===== config.mk =====
export PLATFORM = sky130hd
export DESIGN_NAME = utf8_stream_sanitizer_top
export DESIGN_NICKNAME = d
export VERILOG_FILES = /design/src/design/u8san_pkg.sv /design/src/design/u8san_front.sv /design/src/design/u8san_queue.sv /design/src/design/u8san_back.sv /design/src/design/utf8_stream_sanitizer_top.sv
export SDC_FILE = /design/constraint.sdc
export NUM_CORES = 1
export LEC_CHECK = 0
export BUFFER_PORTS_ARGS = -buffer_cell sky130_fd_sc_hd__buf_2
export CAP_MARGIN = 20
export CORE_MARGIN = 4
export CORE_UTILIZATION = 45
export DETAILED_ROUTE_END_ITERATION = 10
export PLACE_DENSITY = 0.65
export SLEW_MARGIN = 40
export SYNTH_ARGS = -nofsm -noshare
export SYNTH_HDL_FRONTEND = slang
export SYNTH_HIERARCHICAL = 1
export SYNTH_SLANG_ARGS = --single-unit

===== constraint.sdc =====
create_clock -name aclk -period 11.4 [get_ports aclk]
set_clock_uncertainty 0.2 [all_clocks]
set_input_delay 2.28 -clock aclk [delete_from_list [all_inputs] [get_ports aclk]]
set_output_delay 2.28 -clock aclk [all_outputs]
set_load 0.005 [all_outputs]

===== src/design/u8san_pkg.sv =====
package u8san_pkg;

    localparam logic [7:0] ASCII_MAX   = 8'h7F;
    localparam logic [7:0] BAD_LEAD_HI = 8'hC1;
    localparam logic [7:0] LEAD2_MAX   = 8'hDF;
    localparam logic [7:0] LEAD3_MAX   = 8'hEF;
    localparam logic [7:0] LEAD4_END   = 8'hF5;
    localparam logic [7:0] LEAD3_LOW   = 8'hE0;
    localparam logic [7:0] LEAD4_LOW   = 8'hF0;
    localparam logic [7:0] CONT_MIN    = 8'h80;
    localparam logic [7:0] CONT_MAX    = 8'hBF;
    localparam logic [7:0] E0_CONT_MIN = 8'hA0;
    localparam logic [7:0] F0_CONT_MIN = 8'h90;

    localparam logic CFG_REPLACE_ENABLE = 1'b0;
    localparam logic CFG_REPLACE_BYTE   = 1'b1;

    typedef logic [3:0][7:0] byte_vec_t;

    typedef enum logic [1:0] {
        JK_WAIT,
        JK_BAD,
        JK_OK
    } judge_kind_t;

    typedef struct packed {
        judge_kind_t kind;
        logic [2:0]  len;
    } judge_t;

    typedef struct packed {
        logic [7:0] out_byte;
        logic       has_byte;
        logic       was_replaced;
        logic       last_out;
    } res_t;

    typedef enum logic [1:0] {
        F_IDLE,
        F_WORK,
        F_DONE
    } front_state_t;

    function automatic judge_t judge(input byte_vec_t q, input logic [2:0] n, input logic fin);
        logic [2:0] need;
        logic [7:0] lo1;
        logic [7:0] lo;
        logic [7:0] d;
        logic       done;
        judge_t     r;
        r.kind = JK_OK;
        r.len  = 3'd1;
        need   = 3'd1;
        lo1    = CONT_MIN;
        done   = 1'b0;
        if (q[0] <= ASCII_MAX) begin
            need = 3'd1;
        end else if (q[0] <= BAD_LEAD_HI) begin
            r.kind = JK_BAD;
            done   = 1'b1;
        end else if (q[0] <= LEAD2_MAX) begin
            need = 3'd2;
        end else if (q[0] <= LEAD3_MAX) begin
            need = 3'd3;
            if (q[0] == LEAD3_LOW) begin
                lo1 = E0_CONT_MIN;
            end
        end else if (q[0] < LEAD4_END) begin
            need = 3'd4;
            if (q[0] == LEAD4_LOW) begin
                lo1 = F0_CONT_MIN;
            end
        end else begin
            r.kind = JK_BAD;
            done   = 1'b1;
        end
        for (int i = 1; i < 4; i++) begin
            if (!done && (3'(i) < need)) begin
                if (3'(i) >= n) begin
                    r.kind = fin ? JK_BAD : JK_WAIT;
                    done   = 1'b1;
                end else begin
                    d  = q[2'(i)];
                    lo = (i == 1) ? lo1 : CONT_MIN;
                    if ((d < lo) || (d > CONT_MAX)) begin
                        r.kind = JK_BAD;
                        done   = 1'b1;
                    end
                end
            end
        end
        if (!done) begin
            r.len = need;
        end
        return r;
    endfunction

endpackage


===== src/design/u8san_front.sv =====
module u8san_front (
    input  logic            aclk,
    input  logic            aresetn,
    input  logic            s_tvalid,
    output logic            s_tready,
    input  logic [7:0]      s_tdata,
    input  logic            s_tlast,
    input  logic            cfg_wr_en,
    input  logic            cfg_index,
    input  logic [7:0]      cfg_wdata,
    output logic            push,
    output u8san_pkg::res_t push_data,
    input  logic            full
);

    u8san_pkg::front_state_t state_reg, state_next;
    u8san_pkg::byte_vec_t    q_reg, q_next;
    logic [2:0]              n_reg, n_next;
    logic                    fin_reg, fin_next;
    logic [1:0]              emit_reg, emit_next;
    logic                    hold_valid_reg, hold_valid_next;
    u8san_pkg::res_t         hold_reg, hold_next;
    logic                    rep_en_reg;
    logic [7:0]              rep_byte_reg;

    u8san_pkg::judge_t jr;
    u8san_pkg::res_t   prod_entry;
    logic              produce;
    logic              shift;
    logic              to_done;
    logic              stall;
    logic              accept;

    assign jr     = u8san_pkg::judge(q_reg, n_reg, fin_reg);
    assign accept = s_tvalid && s_tready;

    always_comb begin
        state_next = state_reg;
        case (state_reg)
            u8san_pkg::F_IDLE: begin
                if (accept) begin
                    state_next = u8san_pkg::F_WORK;
                end
            end
            u8san_pkg::F_WORK: begin
                if (to_done) begin
                    state_next = u8san_pkg::F_DONE;
                end
            end
            u8san_pkg::F_DONE: begin
                if (!stall) begin
                    state_next = u8san_pkg::F_IDLE;
                end
            end
            default: begin
                state_next = u8san_pkg::F_IDLE;
            end
        endcase
    end

    always_comb begin
        s_tready        = 1'b0;
        produce         = 1'b0;
        shift           = 1'b0;
        to_done         = 1'b0;
        stall           = 1'b0;
        push            = 1'b0;
        push_data       = hold_reg;
        prod_entry      = '{out_byte: q_reg[0], has_byte: 1'b1, was_replaced: 1'b0,
                            last_out: 1'b0};
        q_next          = q_reg;
        n_next          = n_reg;
        fin_next        = fin_reg;
        emit_next       = emit_reg;
        hold_next       = hold_reg;
        hold_valid_next = hold_valid_reg;
        case (state_reg)
            u8san_pkg::F_IDLE: begin
                s_tready = 1'b1;
                if (accept) begin
                    q_next[n_reg[1:0]] = s_tdata;
                    n_next             = n_reg + 3'd1;
                    fin_next           = s_tlast;
                    emit_next          = 2'd0;
                end
            end
            u8san_pkg::F_WORK: begin
                if (emit_reg != 2'd0) begin
                    produce   = 1'b1;
                    shift     = 1'b1;
                    emit_next = emit_reg - 2'd1;
                end else if (n_reg == 3'd0) begin
                    to_done = 1'b1;
                end else begin
                    case (jr.kind)
                        u8san_pkg::JK_WAIT: begin
                            to_done = 1'b1;
                        end
                        u8san_pkg::JK_BAD: begin
                            produce    = rep_en_reg;
                            prod_entry = '{out_byte: rep_byte_reg, has_byte: 1'b1,
                                           was_replaced: 1'b1, last_out: 1'b0};
                            shift      = 1'b1;
                        end
                        u8san_pkg::JK_OK: begin
                            produce   = 1'b1;
                            shift     = 1'b1;
                            emit_next = 2'(jr.len - 3'd1);
                        end
                        default: begin
                            to_done = 1'b1;
                        end
                    endcase
                end
                stall = produce && hold_valid_reg && full;
                push  = produce && hold_valid_reg && !full;
                if (stall) begin
                    emit_next = emit_reg;
                end else begin
                    if (shift) begin
                        q_next[0] = q_reg[1];
                        q_next[1] = q_reg[2];
                        q_next[2] = q_reg[3];
                        n_next    = n_reg - 3'd1;
                    end
                    if (produce) begin
                        hold_next       = prod_entry;
                        hold_valid_next = 1'b1;
                    end
                end
            end
            u8san_pkg::F_DONE: begin
                if (fin_reg) begin
                    push = !full;
                    stall = full;
                    if (hold_valid_reg) begin
                        push_data          = hold_reg;
                        push_data.last_out = 1'b1;
                    end else begin
                        push_data = '{out_byte: 8'h00, has_byte: 1'b0, was_replaced: 1'b0,
                                      last_out: 1'b1};
                    end
                end else begin
                    push  = hold_valid_reg && !full;
                    stall = hold_valid_reg && full;
                end
                if (!stall) begin
                    hold_valid_next = 1'b0;
                end
            end
            default: begin
            end
        endcase
    end

    always_ff @(posedge aclk) begin
        if (!aresetn) begin
            state_reg      <= u8san_pkg::F_IDLE;
            n_reg          <= 3'd0;
            fin_reg        <= 1'b0;
            emit_reg       <= 2'd0;
            hold_valid_reg <= 1'b0;
            rep_en_reg     <= 1'b0;
            rep_byte_reg   <= 8'h00;
        end else begin
            state_reg      <= state_next;
            n_reg          <= n_next;
            fin_reg        <= fin_next;
            emit_reg       <= emit_next;
            hold_valid_reg <= hold_valid_next;
            if (cfg_wr_en) begin
                case (cfg_index)
                    u8san_pkg::CFG_REPLACE_ENABLE: rep_en_reg   <= cfg_wdata[0];
                    u8san_pkg::CFG_REPLACE_BYTE:   rep_byte_reg <= cfg_wdata;
                    default: begin
                    end
                endcase
            end
        end
    end

    always_ff @(posedge aclk) begin
        q_reg    <= q_next;
        hold_reg <= hold_next;
    end

endmodule


===== src/design/u8san_queue.sv =====
module u8san_queue #(
    parameter int DEPTH = 4
) (
    input  logic            aclk,
    input  logic            aresetn,
    input  logic            push,
    input  u8san_pkg::res_t push_data,
    output logic            full,
    input  logic            pop,
    output u8san_pkg::res_t pop_data,
    output logic            empty
);

    localparam int AW = $clog2(DEPTH);
    localparam int CW = $clog2(DEPTH + 1);

    u8san_pkg::res_t mem [DEPTH];
    logic [AW-1:0]   wr_ptr_reg, wr_ptr_next;
    logic [AW-1:0]   rd_ptr_reg, rd_ptr_next;
    logic [CW-1:0]   count_reg, count_next;

    assign full     = (count_reg == CW'(DEPTH));
    assign empty    = (count_reg == '0);
    assign pop_data = mem[rd_ptr_reg];

    always_comb begin
        wr_ptr_next = wr_ptr_reg;
        rd_ptr_next = rd_ptr_reg;
        count_next  = count_reg;
        if (push) begin
            wr_ptr_next = (wr_ptr_reg == AW'(DEPTH - 1)) ? '0 : wr_ptr_reg + 1'b1;
        end
        if (pop) begin
            rd_ptr_next = (rd_ptr_reg == AW'(DEPTH - 1)) ? '0 : rd_ptr_reg + 1'b1;
        end
        if (push && !pop) begin
            count_next = count_reg + 1'b1;
        end else if (pop && !push) begin
            count_next = count_reg - 1'b1;
        end
    end

    always_ff @(posedge aclk) begin
        if (!aresetn) begin
            wr_ptr_reg <= '0;
            rd_ptr_reg <= '0;
            count_reg  <= '0;
        end else begin
            wr_ptr_reg <= wr_ptr_next;
            rd_ptr_reg <= rd_ptr_next;
            count_reg  <= count_next;
        end
    end

    always_ff @(posedge aclk) begin
        if (push) begin
            mem[wr_ptr_reg] <= push_data;
        end
    end

endmodule


===== src/design/u8san_back.sv =====
module u8san_back (
    input  logic            aclk,
    input  logic            aresetn,
    input  logic            empty,
    input  u8san_pkg::res_t pop_data,
    output logic            pop,
    output logic            m_tvalid,
    input  logic            m_tready,
    output logic [7:0]      m_tdata,
    output logic [1:0]      m_tuser,
    output logic            m_tlast
);

    logic            out_valid_reg, out_valid_next;
    u8san_pkg::res_t out_reg;

    assign pop            = !empty && (!out_valid_reg || m_tready);
    assign out_valid_next = pop || (out_valid_reg && !m_tready);

    assign m_tvalid = out_valid_reg;
    assign m_tdata  = out_reg.out_byte;
    assign m_tuser  = {out_reg.was_replaced, out_reg.has_byte};
    assign m_tlast  = out_reg.last_out;

    always_ff @(posedge aclk) begin
        if (!aresetn) begin
            out_valid_reg <= 1'b0;
        end else begin
            out_valid_reg <= out_valid_next;
        end
    end

    always_ff @(posedge aclk) begin
        if (pop) begin
            out_reg <= pop_data;
        end
    end

endmodule


===== src/design/utf8_stream_sanitizer_top.sv =====
// channel   dir  handshake            payload
// s_        in   s_tvalid/s_tready    s_tdata[7:0] in_byte, s_tlast end_of_buffer
// m_        out  m_tvalid/m_tready    m_tdata[7:0] out_byte, m_tuser has_byte/was_replaced,
//                                     m_tlast last_out
// cfg_      in   cfg_wr_en            cfg_index selects register, cfg_wdata[7:0] value
//
// Each request passes through the front sequencer's F_IDLE, F_WORK and F_DONE states; in F_WORK
// the sequencer judges or emits one byte per cycle unless a full queue stalls it.
// The back stage delivers one result per cycle from the result queue while m_tready is high.
// Reset clears the held character, the queue pointers and both registers.
// A full queue holds the front; m_tready low holds the back and fills the queue.
module utf8_stream_sanitizer_top #(
    parameter int QUEUE_DEPTH = 4
) (
    input  logic       aclk,
    input  logic       aresetn,
    input  logic       s_tvalid,
    output logic       s_tready,
    input  logic [7:0] s_tdata,   // in_byte
    input  logic       s_tlast,
    output logic       m_tvalid,
    input  logic       m_tready,
    output logic [7:0] m_tdata,   // out_byte
    output logic [1:0] m_tuser,   // [1] was_replaced, [0] has_byte
    output logic       m_tlast,
    input  logic       cfg_wr_en,
    input  logic       cfg_index,
    input  logic [7:0] cfg_wdata
);

    logic            push;
    u8san_pkg::res_t push_data;
    logic            full;
    logic            pop;
    u8san_pkg::res_t pop_data;
    logic            empty;

    u8san_front u_front (
        .aclk      (aclk),
        .aresetn   (aresetn),
        .s_tvalid  (s_tvalid),
        .s_tready  (s_tready),
        .s_tdata   (s_tdata),
        .s_tlast   (s_tlast),
        .cfg_wr_en (cfg_wr_en),
        .cfg_index (cfg_index),
        .cfg_wdata (cfg_wdata),
        .push      (push),
        .push_data (push_data),
        .full      (full)
    );

    u8san_queue #(
        .DEPTH (QUEUE_DEPTH)
    ) u_queue (
        .aclk      (aclk),
        .aresetn   (aresetn),
        .push      (push),
        .push_data (push_data),
        .full      (full),
        .pop       (pop),
        .pop_data  (pop_data),
        .empty     (empty)
    );

    u8san_back u_back (
        .aclk     (aclk),
        .aresetn  (aresetn),
        .empty    (empty),
        .pop_data (pop_data),
        .pop      (pop),
        .m_tvalid (m_tvalid),
        .m_tready (m_tready),
        .m_tdata  (m_tdata),
        .m_tuser  (m_tuser),
        .m_tlast  (m_tlast)
    );

endmodule


==> key figures <==
Pwr
  • Leak pwr: 2.31 nW
  • Total power: 1.51 mW
  • Peak VDD IR: 0.147 mV
  • Power Dens Cells: 238 mW/mm²

Worst hold path
  • Worst hold path type: reg -> reg
  • WHS Endpoint: u_front/rep_byte_reg[4]$_SDFFE_PN0P_
  • Hold path start: u_front/rep_byte_reg[4]$_SDFFE_PN0P_
  • Hold Crit Depth: 2

Final layout
  • Multi-input gate area: 0.00185 mm²
  • Area delta synth->final: 16.9%
  • Fin area: 0.00632 mm²
  • Max reg flops: 44
  • Share of cells above drive strength 1: 0.197
  • Commonest non-fill, non-tap cell in the layout: edfxtp_1
  • Nets: 484
  • # diodes: 0
  • Fill cell count: 937
  • Highest-count cells in the layout ignoring fill and taps: 96 x edfxtp_1, 37 x nand2_1, 35 x buf_2
  • Post-layout util: 0.544
  • Register area: 0.00344 mm²

Clocking
  • Clk_lat worst skew: 0.41 ns
  • Sink Count: 124
  • Worst-path clk slew: 0.06 ns
  • Clk root buf: clkbuf_16
  • H-tree levels: 4
  • CTS Buf Count: 17
  • Hold_buf cts: 0
  • CTS tree: done
  • Post-CTS setup buffers: 0
  • Clock Path Buffers: 2
  • Quantity of gates resized following cts: 0

Placement
  • HPWL after DPL: 6.54 mm
  • Input/output buffers: 35
  • RD Place Congestion: 0.870
  • Placed cell area: 0.00571 mm²

Critical path
  • Buf/Inv on CP: 1
  • CP required: 11.53 ns
  • CP max FO: 8
  • R2R Setup Slk: 5.37 ns
  • CP arrival: 6.16 ns
  • Reg-to-reg endpoint: u_queue/count_reg[2]$_SDFFE_PN0P_
  • Crit. End Element: flop
  • Top delay family on crit path: simple AND/OR/NAND/NOR gates
  • Crit-path cells: or4_4, or3_2, ha_1, nor2_1, nor4b_1, o31a_1, nor2_1, o31ai_1, ha_1, o21ai_1, a31o_2, a21oi_1, nor3b_1, ha_1, inv_1, fa_1, xor2_1, or3_1, a21boi_1
  • Reg2Reg Launch Point: u_front/q_reg[1]$_DFFE_PP_
  • Crit Path Class: reg -> reg
  • Critical path's largest stage delay: 0.70 ns
  • Most frequent CP cell: ha_1
  • Setup crit start kind: flop
  • Worst path slowest cell: nor3b_1
  • Number of cells on the worst reg-to-reg path: 19

Synthesis
  • Mean Syn Cell Area: 13.4 µm²
  • Post-synth top area share: 0.533
  • Synth async-reset ratio: 0
  • EDFF count, synth: 96
  • Sequential fraction of the synthesis area: 0.636
  • Syn Nets: 444
  • Ys flop type: edfxtp_1
  • Yosys Warn Count: 6
  • Unique masters post-synth: 56
  • Cell taking the most area after synthesis: edfxtp_1
  • Post-synthesis cell count: 403
  • Mapped Area: 0.00541 mm²
  • Top post-synthesis cells by area: edfxtp_1 53%, dfxtp_1 10%, mux4_2 4.2%
  • Register bit total from synthesis: 124

STA
  • Final setup vio count: 0
  • Tcrit/Tclk final: 0.529
  • Crit path time final: 6.03 ns
  • Sum Neg Setup Slack: 0 ns
  • Pins Over Slew Limit: 0
  • Slew of the pin with the lowest slew margin: 0.844 ns
  • RSZ-0062 raised after global routing: false
  • Hold Fails Final Rpt: 0
  • Max Freq: 0.166 GHz
  • Rel. slew slack: 0.436

Flow run
  • Max Cap Viol: 0

Die
  • Die width: 118 µm
  • Initial core utilization: 0.466
  • I/O Pins: 36
  • Rows: 39
  • Die height: 118 µm
  • Core footprint: 0.0116 mm²
  • Die area: 0.0138 mm²

Outcome
  • Run status: complete, no violations

GRT
  • First-pass GRT wire length: 15.7 mm
  • Initial antenna violation count: 0
  • Total grt overflow: 0
  • Total track usage: 0.143
  • Vias in the first global route: 3232
  • Largest net degree at the start of global routing: 53

Detailed routing
  • DR iter-0 viols: 284
  • DR WL/cell: 15.8 µm
  • Final WL: 9.46 mm
  • DRC Markers: 0
  • 1st-pass router iterations: 4
  • Via Count: 3238
  • Vias per inst: 5.41
  • Routed Antenna Nets: 0
-- through the flow --
stage               hold slack, ns  worst slack [ns]  std cells
floorplan                    0.237              6.04        403
global placement             0.249              5.74        567
detailed placement           0.253              5.47        567
CTS                          0.261              5.41        599
global route                 0.279              5.09        599
finish                       0.259              5.37        599
-- area by class of cell --
cell class	instances	area share
Clock buffer	21	0.0813
Clock inverter	11	0.0142
Inverter	15	0.00890
Multi-Input combinational cell	248	0.293
Sequential cell	124	0.545
Tap cell	143	0.0283
Timing Repair Buffer	37	0.0301
-- worst max path at each step --
stage | start | end | slack, ns | cells after the start
floorplan | u_front/q_reg[1]$_DFFE_PP_ | u_queue/count_reg[2]$_SDFFE_PN0P_ | 6.04 | 19
global placement | u_front/q_reg[1]$_DFFE_PP_ | u_queue/count_reg[2]$_SDFFE_PN0P_ | 5.74 | 19
detailed placement | u_front/q_reg[1]$_DFFE_PP_ | u_queue/count_reg[2]$_SDFFE_PN0P_ | 5.47 | 19
CTS | u_front/q_reg[1]$_DFFE_PP_ | u_queue/count_reg[2]$_SDFFE_PN0P_ | 5.41 | 19
global route | u_front/q_reg[0]$_DFFE_PP_ | u_queue/count_reg[2]$_SDFFE_PN0P_ | 5.09 | 19
finish | u_front/q_reg[1]$_DFFE_PP_ | u_queue/count_reg[2]$_SDFFE_PN0P_ | 5.37 | 19
-- per-layer routing --
layer,share of wire,track usage,wire length [µm]
met1,0.45,0.171,4240
met2,0.50,0.237,4760
met3,0.035,0.0476,331
met4,0.013,0.0623,127
met5,0,0,0
-- worst reg2reg max path, stage by stage, from the launching register on --
cell and delay [ns]:
edfxtp_1 0.43, or4_4 0.55, or3_2 0.47, ha_1 0.29, nor2_1 0.04, nor4b_1 0.29
o31a_1 0.29, nor2_1 0.08, o31ai_1 0.22, ha_1 0.28, o21ai_1 0.45, a31o_2 0.24
a21oi_1 0.06, nor3b_1 0.70, ha_1 0.31, inv_1 0.06, fa_1 0.37, xor2_1 0.16
or3_1 0.32, a21boi_1 0.15
-- report_power, final --
group	internal [mW]	total, mW	switching [mW]
Sequential	0.588	0.643	0.0544
Clock	0.328	0.533	0.205
Combinational	0.146	0.330	0.184
-- cell families after synthesis --
| logic type | count (synthesis) | share of synthesized area |
|---|---|---|
| flip-flops | 124 | 0.636 |
| buffers and inverters | 31 | 0.0231 |
| AND/OR/NAND/NOR | 134 | 0.128 |
| XOR/XNOR | 4 | 0.00648 |
| multiplexers | 17 | 0.0576 |
| AO/OA/AOI/OAI | 75 | 0.105 |
| adder cells (fa/ha/maj) | 18 | 0.0430 |
-- Yosys cell counts, drive strengths merged (2+ instances only) --
cell type,instances
or3,3
o31a,2
nor3b,3
nor2b,19
nand2,38
and3,2
buf,6
and2,15
dfxtp,28
nor3,4
inv,14
a31oi,2
nand4,3
xor2,2
o21ai,9
a21o,3
ha,17
o211ai,3
edfxtp,96
o31ai,2
mux4,11
nand3,21
nor2,17
clkbuf,10
xnor2,2
nand2b,5
a22o,24
mux2i,6
a21oi,17
a211oi,3
a21boi,3
(Power assumes the default switching activity.)
